`src/hdl/bbda_pkg.sv`:
```
`default_nettype none

package bbda_pkg;

    // Value width taken from the input and number of decimal digit slots.
    localparam int VALUE_WIDTH = 64;
    localparam int DIGIT_SLOTS = 20;

    // Most characters one conversion may emit, and the width of the count field.
    localparam int MAX_RESULTS = 20;
    localparam int COUNT_W     = 5;

    // Derived widths.
    localparam int BCD_W   = 4 * DIGIT_SLOTS;
    localparam int STEP_W  = $clog2(VALUE_WIDTH);
    localparam int TOTAL_W = $clog2(DIGIT_SLOTS + 1);
    localparam int IDX_W   = $clog2(DIGIT_SLOTS);
    localparam int CMP_W   = (TOTAL_W > COUNT_W) ? TOTAL_W : COUNT_W;

    // Queue between the front and the back.
    localparam int QUEUE_DEPTH = 2;
    localparam int QPTR_W      = $clog2(QUEUE_DEPTH);
    localparam int QCNT_W      = $clog2(QUEUE_DEPTH + 1);

    localparam logic [7:0] CHAR_ZERO = 8'd48;

    typedef struct packed {
        logic [63:0] number;
        logic [7:0]  text_room;
    } in_item_t;

    typedef struct packed {
        logic [7:0]         digit_char;
        logic               has_char;
        logic               last;
        logic [COUNT_W-1:0] written_count;
    } out_item_t;

    // A classified job as it waits in the queue.
    typedef struct packed {
        logic [VALUE_WIDTH-1:0] value;
        logic [COUNT_W-1:0]     limit;
        logic                   no_room;
    } job_t;

    typedef enum logic [2:0] {
        ST_IDLE,
        ST_NOROOM,
        ST_CONV,
        ST_PREP,
        ST_EMIT
    } back_state_t;

endpackage

`default_nettype wire

```
`src/hdl/bbda_front.sv`:
```
`default_nettype none

module bbda_front (
    input  wire logic             aclk,
    input  wire logic             aresetn,
    input  wire logic             s_valid,
    output logic                  s_ready,
    input  wire bbda_pkg::in_item_t s_item,
    output logic                  job_valid,
    input  wire logic             job_ready,
    output bbda_pkg::job_t        job
);
    import bbda_pkg::*;

    job_t              queue_reg [QUEUE_DEPTH];
    logic [QPTR_W-1:0] wr_ptr_reg, wr_ptr_next;
    logic [QPTR_W-1:0] rd_ptr_reg, rd_ptr_next;
    logic [QCNT_W-1:0] count_reg, count_next;
    logic              push, pop;
    job_t              incoming;
    logic [7:0]        room_m1;

    // Classify: no room at all, otherwise cap the character budget.
    always_comb begin
        room_m1              = s_item.text_room - 8'd1;
        incoming.value       = s_item.number[VALUE_WIDTH-1:0];
        incoming.no_room     = (s_item.text_room <= 8'd1);
        if (room_m1 > 8'(MAX_RESULTS)) begin
            incoming.limit = COUNT_W'(MAX_RESULTS);
        end else begin
            incoming.limit = room_m1[COUNT_W-1:0];
        end
    end

    assign s_ready   = (count_reg != QCNT_W'(QUEUE_DEPTH));
    assign job_valid = (count_reg != '0);
    assign job       = queue_reg[rd_ptr_reg];
    assign push      = s_valid && s_ready;
    assign pop       = job_valid && job_ready;

    always_comb begin
        wr_ptr_next = wr_ptr_reg;
        rd_ptr_next = rd_ptr_reg;
        count_next  = count_reg;
        if (push) begin
            wr_ptr_next = (wr_ptr_reg == QPTR_W'(QUEUE_DEPTH - 1)) ? '0 : wr_ptr_reg + 1'b1;
        end
        if (pop) begin
            rd_ptr_next = (rd_ptr_reg == QPTR_W'(QUEUE_DEPTH - 1)) ? '0 : rd_ptr_reg + 1'b1;
        end
        if (push && !pop) begin
            count_next = count_reg + 1'b1;
        end else if (pop && !push) begin
            count_next = count_reg - 1'b1;
        end
    end

    always_ff @(posedge aclk) begin
        if (!aresetn) begin
            wr_ptr_reg <= '0;
            rd_ptr_reg <= '0;
            count_reg  <= '0;
        end else begin
            wr_ptr_reg <= wr_ptr_next;
            rd_ptr_reg <= rd_ptr_next;
            count_reg  <= count_next;
        end
    end

    always_ff @(posedge aclk) begin
        if (push) begin
            queue_reg[wr_ptr_reg] <= incoming;
        end
    end

endmodule

`default_nettype wire

```
`src/hdl/bbda_back.sv`:
```
`default_nettype none

module bbda_back (
    input  wire logic              aclk,
    input  wire logic              aresetn,
    input  wire logic              job_valid,
    output logic                   job_ready,
    input  wire bbda_pkg::job_t    job,
    output logic                   m_valid,
    input  wire logic              m_ready,
    output bbda_pkg::out_item_t    m_item
);
    import bbda_pkg::*;

    // One double-dabble step: add 3 to every digit of 5 or more, then shift in a bit.
    function automatic logic [BCD_W-1:0] dabble_step(input logic [BCD_W-1:0] bcd,
                                                     input logic bit_in);
        logic [BCD_W-1:0] adj;
        logic [3:0]       d;
        for (int i = 0; i < DIGIT_SLOTS; i++) begin
            d = bcd[4*i +: 4];
            adj[4*i +: 4] = (d >= 4'd5) ? d + 4'd3 : d;
        end
        return {adj[BCD_W-2:0], bit_in};
    endfunction

    back_state_t            state_reg, state_next;
    logic [VALUE_WIDTH-1:0] bin_reg, bin_next;
    logic [BCD_W-1:0]       bcd_reg, bcd_next;
    logic [STEP_W-1:0]      step_reg, step_next;
    logic [TOTAL_W-1:0]     cnt_reg, cnt_next;
    logic [COUNT_W-1:0]     limit_reg, limit_next;
    logic [COUNT_W-1:0]     emit_reg, emit_next;
    logic [COUNT_W-1:0]     k_reg, k_next;
    logic [IDX_W-1:0]       idx_reg, idx_next;
    logic                   m_valid_reg, m_valid_next;
    out_item_t              m_item_reg, m_item_next;
    logic                   out_free;
    logic                   out_load;
    logic [BCD_W-1:0]       bcd_step;
    logic [TOTAL_W-1:0]     total;
    logic [3:0]             cur_digit;
    logic                   is_last;

    assign out_free  = !m_valid_reg || m_ready;
    assign bcd_step  = dabble_step(bcd_reg, bin_reg[VALUE_WIDTH-1]);
    assign total     = (cnt_reg == '0) ? TOTAL_W'(1) : cnt_reg;
    assign cur_digit = bcd_reg[idx_reg*4 +: 4];
    assign is_last   = (k_reg + 1'b1 == emit_reg);

    always_comb begin
        state_next   = state_reg;
        bin_next     = bin_reg;
        bcd_next     = bcd_reg;
        step_next    = step_reg;
        cnt_next     = cnt_reg;
        limit_next   = limit_reg;
        emit_next    = emit_reg;
        k_next       = k_reg;
        idx_next     = idx_reg;
        m_item_next  = m_item_reg;
        out_load     = 1'b0;
        job_ready    = 1'b0;

        case (state_reg)
            ST_IDLE: begin
                job_ready = 1'b1;
                if (job_valid) begin
                    if (job.no_room) begin
                        state_next = ST_NOROOM;
                    end else begin
                        bin_next   = job.value;
                        bcd_next   = '0;
                        cnt_next   = '0;
                        step_next  = STEP_W'(VALUE_WIDTH - 1);
                        limit_next = job.limit;
                        state_next = ST_CONV;
                    end
                end
            end
            ST_NOROOM: begin
                if (out_free) begin
                    out_load                  = 1'b1;
                    m_item_next.digit_char    = '0;
                    m_item_next.has_char      = 1'b0;
                    m_item_next.last          = 1'b1;
                    m_item_next.written_count = '0;
                    state_next                = ST_IDLE;
                end
            end
            ST_CONV: begin
                bcd_next = bcd_step;
                bin_next = bin_reg << 1;
                // The value at most doubles per step, so the digit count grows by one at most.
                if (cnt_reg < TOTAL_W'(DIGIT_SLOTS)) begin
                    if (bcd_step[cnt_reg[IDX_W-1:0]*4 +: 4] != 4'd0) begin
                        cnt_next = cnt_reg + 1'b1;
                    end
                end
                if (step_reg == '0) begin
                    state_next = ST_PREP;
                end else begin
                    step_next = step_reg - 1'b1;
                end
            end
            ST_PREP: begin
                if (CMP_W'(total) > CMP_W'(limit_reg)) begin
                    emit_next = limit_reg;
                end else begin
                    emit_next = COUNT_W'(total);
                end
                idx_next   = IDX_W'(total - 1'b1);
                k_next     = '0;
                state_next = ST_EMIT;
            end
            ST_EMIT: begin
                if (out_free) begin
                    out_load                  = 1'b1;
                    m_item_next.digit_char    = CHAR_ZERO + {4'd0, cur_digit};
                    m_item_next.has_char      = 1'b1;
                    m_item_next.last          = is_last;
                    m_item_next.written_count = k_reg + 1'b1;
                    k_next                    = k_reg + 1'b1;
                    idx_next                  = idx_reg - 1'b1;
                    if (is_last) begin
                        state_next = ST_IDLE;
                    end
                end
            end
            default: begin
                state_next = ST_IDLE;
            end
        endcase

        if (out_load) begin
            m_valid_next = 1'b1;
        end else if (m_ready) begin
            m_valid_next = 1'b0;
        end else begin
            m_valid_next = m_valid_reg;
        end
    end

    always_ff @(posedge aclk) begin
        if (!aresetn) begin
            state_reg   <= ST_IDLE;
            m_valid_reg <= 1'b0;
        end else begin
            state_reg   <= state_next;
            m_valid_reg <= m_valid_next;
        end
    end

    always_ff @(posedge aclk) begin
        bin_reg    <= bin_next;
        bcd_reg    <= bcd_next;
        step_reg   <= step_next;
        cnt_reg    <= cnt_next;
        limit_reg  <= limit_next;
        emit_reg   <= emit_next;
        k_reg      <= k_next;
        idx_reg    <= idx_next;
        m_item_reg <= m_item_next;
    end

    assign m_valid = m_valid_reg;
    assign m_item  = m_item_reg;

endmodule

`default_nettype wire

```
`src/hdl/binary_to_decimal_ascii.sv`:
```
// Binary to decimal ASCII converter.
// The input channel (s_valid, s_ready, s_item) takes one transaction per value: a 64-bit
// unsigned number and a buffer size. The result channel (m_valid, m_ready, m_item) gives
// one transaction per character, most significant digit first, with the last one flagged
// and carrying the total character count. A buffer size of 0 or 1 yields a single
// transaction with no character and a count of 0.
// The front accepts and classifies transactions into a two-entry queue, so up to two
// values can be taken while the back is still busy. The back runs a double-dabble
// conversion, one bit per cycle, then emits one character per cycle while the receiver
// keeps up. For each value the back takes the job, runs the 64-step conversion loop,
// prepares the character count and then emits N characters, N at most 20. A value
// with no room skips the conversion and emits only its empty transaction.
// When the receiver stalls, the current character holds in the output register and the
// back waits; the queue keeps accepting until it is full.
// Reset (aresetn low at a clock edge) empties the queue and drops any result in flight.
`default_nettype none

module binary_to_decimal_ascii (
    input  wire logic                 aclk,
    input  wire logic                 aresetn,
    input  wire logic                 s_valid,
    output logic                      s_ready,
    input  wire bbda_pkg::in_item_t   s_item,
    output logic                      m_valid,
    input  wire logic                 m_ready,
    output bbda_pkg::out_item_t       m_item
);
    import bbda_pkg::*;

    // Queue head handed from the front to the back.
    logic job_valid;
    logic job_ready;
    job_t job;

    bbda_front u_front (
        .aclk      (aclk),
        .aresetn   (aresetn),
        .s_valid   (s_valid),
        .s_ready   (s_ready),
        .s_item    (s_item),
        .job_valid (job_valid),
        .job_ready (job_ready),
        .job       (job)
    );

    bbda_back u_back (
        .aclk      (aclk),
        .aresetn   (aresetn),
        .job_valid (job_valid),
        .job_ready (job_ready),
        .job       (job),
        .m_valid   (m_valid),
        .m_ready   (m_ready),
        .m_item    (m_item)
    );

    // A transaction that carries a character is an ASCII digit with a nonzero count.
    assert property (@(posedge aclk) disable iff (!aresetn)
        (m_valid && m_item.has_char) |->
            (m_item.digit_char >= CHAR_ZERO && m_item.digit_char <= CHAR_ZERO + 8'd9 &&
             m_item.written_count != '0))
    else $error("character transaction out of range");

    // A transaction without a character is the only one of its conversion.
    assert property (@(posedge aclk) disable iff (!aresetn)
        (m_valid && !m_item.has_char) |-> (m_item.last && m_item.written_count == '0))
    else $error("empty transaction must be last with a zero count");

    // Once a non-final character is taken, the next one of the same value follows at once.
    assert property (@(posedge aclk) disable iff (!aresetn)
        (m_valid && m_ready && !m_item.last) |=>
            (m_valid && m_item.has_char &&
             m_item.written_count == $past(m_item.written_count) + 1'b1))
    else $error("character sequence broken");

endmodule

`default_nettype wire

```
`config.mk`:
```
export PLATFORM = sky130hd
export DESIGN_NAME = binary_to_decimal_ascii
export DESIGN_NICKNAME = d
export VERILOG_FILES = /design/src/hdl/bbda_pkg.sv /design/src/hdl/bbda_front.sv /design/src/hdl/bbda_back.sv /design/src/hdl/binary_to_decimal_ascii.sv
export SDC_FILE = /design/constraint.sdc
export NUM_CORES = 1
export LEC_CHECK = 0
export ABC_AREA = 1
export BUFFER_PORTS_ARGS = -buffer_cell sky130_fd_sc_hd__buf_2
export CORE_ASPECT_RATIO = 1.2
export CORE_MARGIN = 2
export CORE_UTILIZATION = 56
export CTS_CLUSTER_SIZE = 40
export DETAILED_ROUTE_END_ITERATION = 8
export PLACE_DENSITY = 0.8
export SYNTH_ARGS = -nofsm -noshare
export SYNTH_HDL_FRONTEND = slang
export SYNTH_SLANG_ARGS = --single-unit
```
`constraint.sdc`:
```
create_clock -name aclk -period 4.4 [get_ports aclk]
set_clock_uncertainty 0.1 [all_clocks]
set_input_delay 0.22 -clock aclk [delete_from_list [all_inputs] [get_ports aclk]]
set_output_delay 0.22 -clock aclk [all_outputs]
set_load 0.01 [all_outputs]
```
# ---- Word level (Yosys, flattened, before mapping)
# Memory sizes are Yosys's and may differ from the RTL's. A register that Yosys moved wholly into a read port is not among the register bits.
# Cells that the tools add are included.
dict set report classes {
  add_sub_neg 31
  n_lt_le_gt_ge 24
  n_eq_ne 15
  shifts 2
  mux 65
  bitwise_logic 1
  reduce_logical 26
}
# op count
set ops {}
lappend ops {{80-bit two-way mux} 2}
lappend ops {{80-bit one-hot mux with 2 select lines} 1}
lappend ops {{80-bit by 8-bit indexed part select with 4-bit output} 2}
lappend ops {{64-bit two-way mux} 2}
lappend ops {{64-bit one-hot mux with 2 select lines} 1}
lappend ops {{4-bit by 3-bit greater-or-equal comparator with 1-bit output (second input constant)} 20}
lappend ops {{4-bit by 2-bit adder with 4-bit output (second input constant)} 19}
lappend ops {{4-bit two-way mux} 19}
lappend ops {{5-bit two-way mux} 9}
lappend ops {{15-bit two-way mux} 2}
lappend ops {{15-bit one-hot mux with 2 select lines} 1}
lappend ops {{5-bit one-hot mux with 2 select lines} 3}
lappend ops {{3-bit two-way mux} 6}
lappend ops {{6-bit two-way mux} 3}
lappend ops {{3-bit one-hot mux with 5 select lines} 1}
lappend ops {{2-bit by 1-bit inequality test with 1-bit output (second input constant)} 6}
lappend ops {{6-bit one-hot mux with 2 select lines} 1}
lappend ops {{2-bit nonzero test} 6}
lappend ops {{1-bit two-way mux} 11}
lappend ops {{5-bit by 1-bit adder with 5-bit output (second input constant)} 2}
lappend ops {{5-bit AND reduction} 2}
lappend ops {{5-bit by 1-bit subtractor with 5-bit output (second input constant)} 2}
lappend ops {{3-bit AND reduction} 3}
lappend ops {{8-bit by 5-bit greater-than comparator with 1-bit output (second input constant)} 1}
lappend ops {{27 further kinds} 39}
dict set report totals {
  register_bits 198
  mem_bits_rw 140
  inputBits 76
  out_inout_bits 17
  n_memories 1
}
# name depth width read_ports rd_ports_with_merged_regs wr line_no
set mem_list {}
lappend mem_list {u_front.queue_reg 2 70 1 1 1 bbda_front.sv:15} ;# job_t queue_reg [QUEUE_DEPTH];

# ---- Depth between registers and ports, before layout
dict set report depth {
  word_depth 7
  mapped_depth 17
  ltp_nobuf 17
}

# ---- Modules after synthesis
# Synthesis repeated with hierarchy kept, for this count alone.
dict set report hier_totals {
  hier_cells 1704
  hier_area_um2 16837.4
}
# mod instances cells_per_inst area_per_inst_um2 seq_area_each_um2
set modules_own_cells {}
lappend modules_own_cells {bbda_back 1 1404 11315.9 5665.4}
lappend modules_own_cells {bbda_front 1 300 5521.5 4304.1}

# ---- Worst setup path before layout
# No wires, ideal clock.
dict set report synth_path {
  path_type {register to register}
  startpoint {register with a tool-made name}
  endpoint {register u_back.bcd_reg[0], enable pin}
  arrival_ns 3.787
  required_ns 3.804
  path_slack_ns 0.016
  stages_incl_launch_ff 7
  period_less_slack_ns 4.384
  path_cell_list {dfxtp_1 -> buf_2 -> mux2i_1 -> inv_1 -> nand2_1 -> nand3_1 -> inv_1}
}
# item line_no
set synth_rtl {}
lappend synth_rtl {{end signal, assigned} bbda_back.sv:156} ;# bcd_reg <= bcd_next;
lappend synth_rtl {{end, declared} bbda_back.sv:29} ;# logic [BCD_W-1:0] bcd_reg, bcd_next;

# ---- Worst setup path in the final report
dict set report layout_path {
  startpoint {register u_back.cnt_reg[0]}
  endpoint {register u_back.cnt_reg[4], enable pin}
}
dict set report layout_via {
  elab_chain_cells 4
  word_cells_on_any_way 6
  classes_between {1 x order compare; 2 x eq/ne; 1 x shift; 2 x reduce/logical}
}
# item line_no
set layout_rtl {}
lappend layout_rtl {{start, declared} bbda_back.sv:31} ;# logic [TOTAL_W-1:0] cnt_reg, cnt_next;
lappend layout_rtl {{start signal, assigned} bbda_back.sv:158} ;# cnt_reg <= cnt_next;
lappend layout_rtl {{80-bit by 8-bit indexed part select with 4-bit output} bbda_back.sv:96} ;# if (bcd_step[cnt_reg[IDX_W-1:0]*4 +: 4] != 4'd0) begin
lappend layout_rtl {{4-bit nonzero test} bbda_back.sv:96}
lappend layout_rtl {{2-bit by 1-bit inequality test with 1-bit output (no line)} --}
lappend layout_rtl {{5-bit AND reduction (no line) (*)} --}
# Mark *: on every way between the ends. The rest lies on a longest branch, timed or not.
# A chain may end at the register's enable or synchronous reset.

==> impl_metrics.csv <==
group,metric,value,unit
logic_synthesis,yosysMostFrequentCell,"nand2_1",
sta,fin_ws,1.56,ns
setup_path,r2r_slack,1.56,ns
global_routing,antenna_found_initial,0,
sta,worstMarginPinSlew,1.11,ns
floorplanning,initial_core_util,57.0,%
clocking,cts-buffers-inserted,34,
drt,vias,13000,
worst_hold_path,min-delay-start,"s_item[4]",
global_routing,grt_pass1_vias,13100,
logic_synthesis,synthArstFlopShare,0,%
clocking,clock_path_buffers,3,
place,gp_congestion,0.936,
sta,tns,0,ns
drt,drt_iter0_markers,1153,
setup_path,reg2reg_to,"u_back.cnt_reg[4]",
global_routing,track_usage,24.2,%
clocking,clock-sinks,335,
power,power.share.switching,41.5,%
final_layout,antenna_cells,0,
sta,relSlewSlack,25.4,%
logic_synthesis,yosysWarnings,0,
sta,final_hold_viol_count,0,
floorplanning,die_w,163,um
setup_path,crit_type,"flop to flop",
final_layout,drive_gt1_share,9.73,%
floorplanning,rows,69,
setup_path,startpoint,"u_back.cnt_reg[0]",
setup_path,crit_arrival,2.91,ns
logic_synthesis,synth.distinct_cells,48,
logic_synthesis,ys_ff_latch,335,
setup_path,worstPathRequired,4.47,ns
setup_path,reg2reg_from,"u_back.cnt_reg[0]",
setup_path,path_cells,"buf_4, nor2_8, nand3_1, nand3_1, nor2_1, nand3_1, nand2_1, nand2_1, nand2_1, nand2_1, nand3_1, a21oi_1",
setup_path,cp_max_fo,16,
sta,fin_crit_sh,64.5,%
logic_synthesis,synthTopCellsByArea,"edfxtp_1, nand2_1, o21ai_0",
logic_synthesis,yosys.area.top_type,"edfxtp_1",
sta,slew_viol_final,0,
floorplanning,die_y,194,um
logic_synthesis,synth-seq-area-share,58.9,%
clocking,clkLatencyLatePin,0.54,ns
worst_hold_path,hp-class,"input port to flop",
clocking,htreeDepth,2,
setup_path,startpoint_type,"flop",
setup_path,end_kind,"flop",
setup_path,cp-endpoint,"u_back.cnt_reg[4]",
floorplanning,ioPinCount,93,
logic_synthesis,synth_flop_cell,"edfxtp_1",
global_routing,grt_pass1_wl,61.8,mm
clocking,clock-root-buffer,"clkbuf_16",
logic_synthesis,synth_top_area_share,57.8,%
power,intPower,8.49,mW
logic_synthesis,netlist_area,0.0169,mm^2
place,place_ws,1.60,ns
place,numPortBuffers,90,
sta,fin_crit,2.84,ns
final_layout,post-route-cell-area,0.0194,mm^2
setup_path,slowest_stage,"edfxtp_1",
sta,fmax,352,MHz
global_routing,grt.overflow.total,0,
setup_path,crit_buf_inv,1,
floorplanning,fp.coreArea,0.0297,mm^2
drt,drc,0,
power,power_frac_comb,40.9,%
power,p_clk_share,19.0,%
global_routing,grt_max_degree,128,
clocking,path_clk_slew,0.06,ns
drt,vias_per_cell,5.56,
logic_synthesis,synth_edf_count,326,
power,power.leakage,7.96,nW
power,ir_drop,0.569,mV
sta,rsz0062_at_grt,"false",
logic_synthesis,avgSynthCellArea,9.47,um^2
drt,ant_nets,0,
drt,post_drt_wl_per_cell,16.2,um
floorplanning,dieArea,0.0316,mm^2
final_layout,nFillCells,2207,
power,power_density,748,mW/mm^2
power,switching_power,6.03,mW
logic_synthesis,netlist_instances,1787,
place,placed_cell_area,0.0177,mm^2
final_layout,syn_to_final_growth,14.7,%
logic_synthesis,synthTopCellsByCount,"nand2_1, edfxtp_1, inv_1, o21ai_0, nand3_1",
setup_path,path_delay_family,"simple AND/OR/NAND/NOR gates",
setup_path,max_stage_delay,0.65,ns
drt,routed_wl,37.9,mm
worst_hold_path,whs_path_depth,4,
final_layout,largest_reg_flops,140,
power,seq_power_share,40.1,%
sta,setup_viol,0,
place,hpwl,23.6,mm
setup_path,r2r_cells,12,
final_layout,nets,2060,
outcome,status,"complete, no violations",
flow_run,maxCapViolations,0,
drt,firstDrtPassIters,6,
setup_path,cp.depth,12,
final_layout,multiInputGateArea,0.00569,mm^2
final_layout,register_area,0.00997,mm^2
clocking,cts_tree,"built",
==> how the worst min path moves through the flow <==
| stage | end | slack (ns) |
|---|---|---|
| floorplan | u_front.queue_reg[0][10] | 0.22 |
| global placement | u_front.queue_reg[0][42] | 0.31 |
| detailed placement | u_front.queue_reg[1][36] | 0.31 |
| CTS | u_front.queue_reg[0][5] | 0.03 |
| global route | u_front.queue_reg[0][3] | 0.09 |
| finish | u_front.queue_reg[0][5] | 0.05 |
==> per-layer routing <==
| metal | up-vias | GRT usage, % | routed length, um | part of all wire (%) |
|---|---|---|---|---|
| li1 | 6307 | - | - | - |
| met1 | 6086 | 27.8 | 14400 | 38 |
| met2 | 506 | 44.1 | 19300 | 51 |
| met3 | 132 | 4.03 | 2470 | 6.5 |
| met4 | 0 | 10.9 | 1690 | 4.5 |
| met5 | - | 0 | 0 | 0 |
==> cell families (layout without fill, tap and decap cells) <==
logic type,Yosys count,count (layout),share of synthesized area (%)
simple gates,726,726,18.2
flops,335,335,58.9
compound gates,329,329,10.0
buf+inv,320,484,7.61
fa+ha+maj,53,53,3.92
xor+xnor,16,16,0.917
mux,7,7,0.458
other cells,1,2,0.0222
==> power by group through the flow <==
stage | Sequential, mW | Clock, mW | Combinational [mW]
2_1_floorplan | 5.68 | 0 | 4.34
3_3_place_gp | 5.80 | 0 | 5.56
3_5_place_dp | 5.84 | 0 | 5.74
4_1_cts | 5.80 | 2.80 | 5.85
5_1_grt | 5.94 | 2.92 | 6.71
6_report | 5.82 | 2.76 | 5.94
==> cells in the final DEF (no fill, tap or decap), drive strengths merged, types with 6 or more instances in the layout <==
cell and count:
xor2 10, nor2 118, xnor2 6, dlygate4sd3 70, buf 105, edfxtp 326, ha 53, nand3 153
clkinv 16, dfxtp 9, nand2 418, nand4 25, o21ai 226, a21oi 92, clkbuf 43, or2 6
inv 248, mux2 6
==> layout make-up <==
class	count	area share, %
sequential	335	51.4
multi-input combinational	1133	29.3
timing repair buffer	175	6.51
inverter	252	4.93
clock buffer	43	4.56
tap	390	2.51
clock inverter	14	0.851
==> tightest hold or removal path, cell delays in order <==
cell     delay, ns
buf_2         0.11
inv_1         0.07
xor2_1        0.08
nand2_1       0.08
==> per-stage QoR <==
| step | std cells | hold slack, ns | util (%) | power (mW) |
|---|---|---|---|---|
| after floorplan | 1788 | 0.219 | - | 10.0 |
| after global placement | 2215 | 0.307 | 59.5 | 11.4 |
| after detailed placement | 2215 | 0.311 | 59.5 | 11.6 |
| after CTS | 2342 | 0.0253 | 65.4 | 14.4 |
| after global routing | 2342 | 0.0856 | 65.4 | 15.6 |
| final | 2342 | 0.0481 | 65.4 | 14.5 |
==> repair_timing <==
action | in CTS | in global routing
gates resized for setup | 0 | 0
setup buffers | 0 | 0
hold buffers | 70 | 0
endpoints found under the hold margin | 143 | 0
Power figures use the tool's default switching activity.
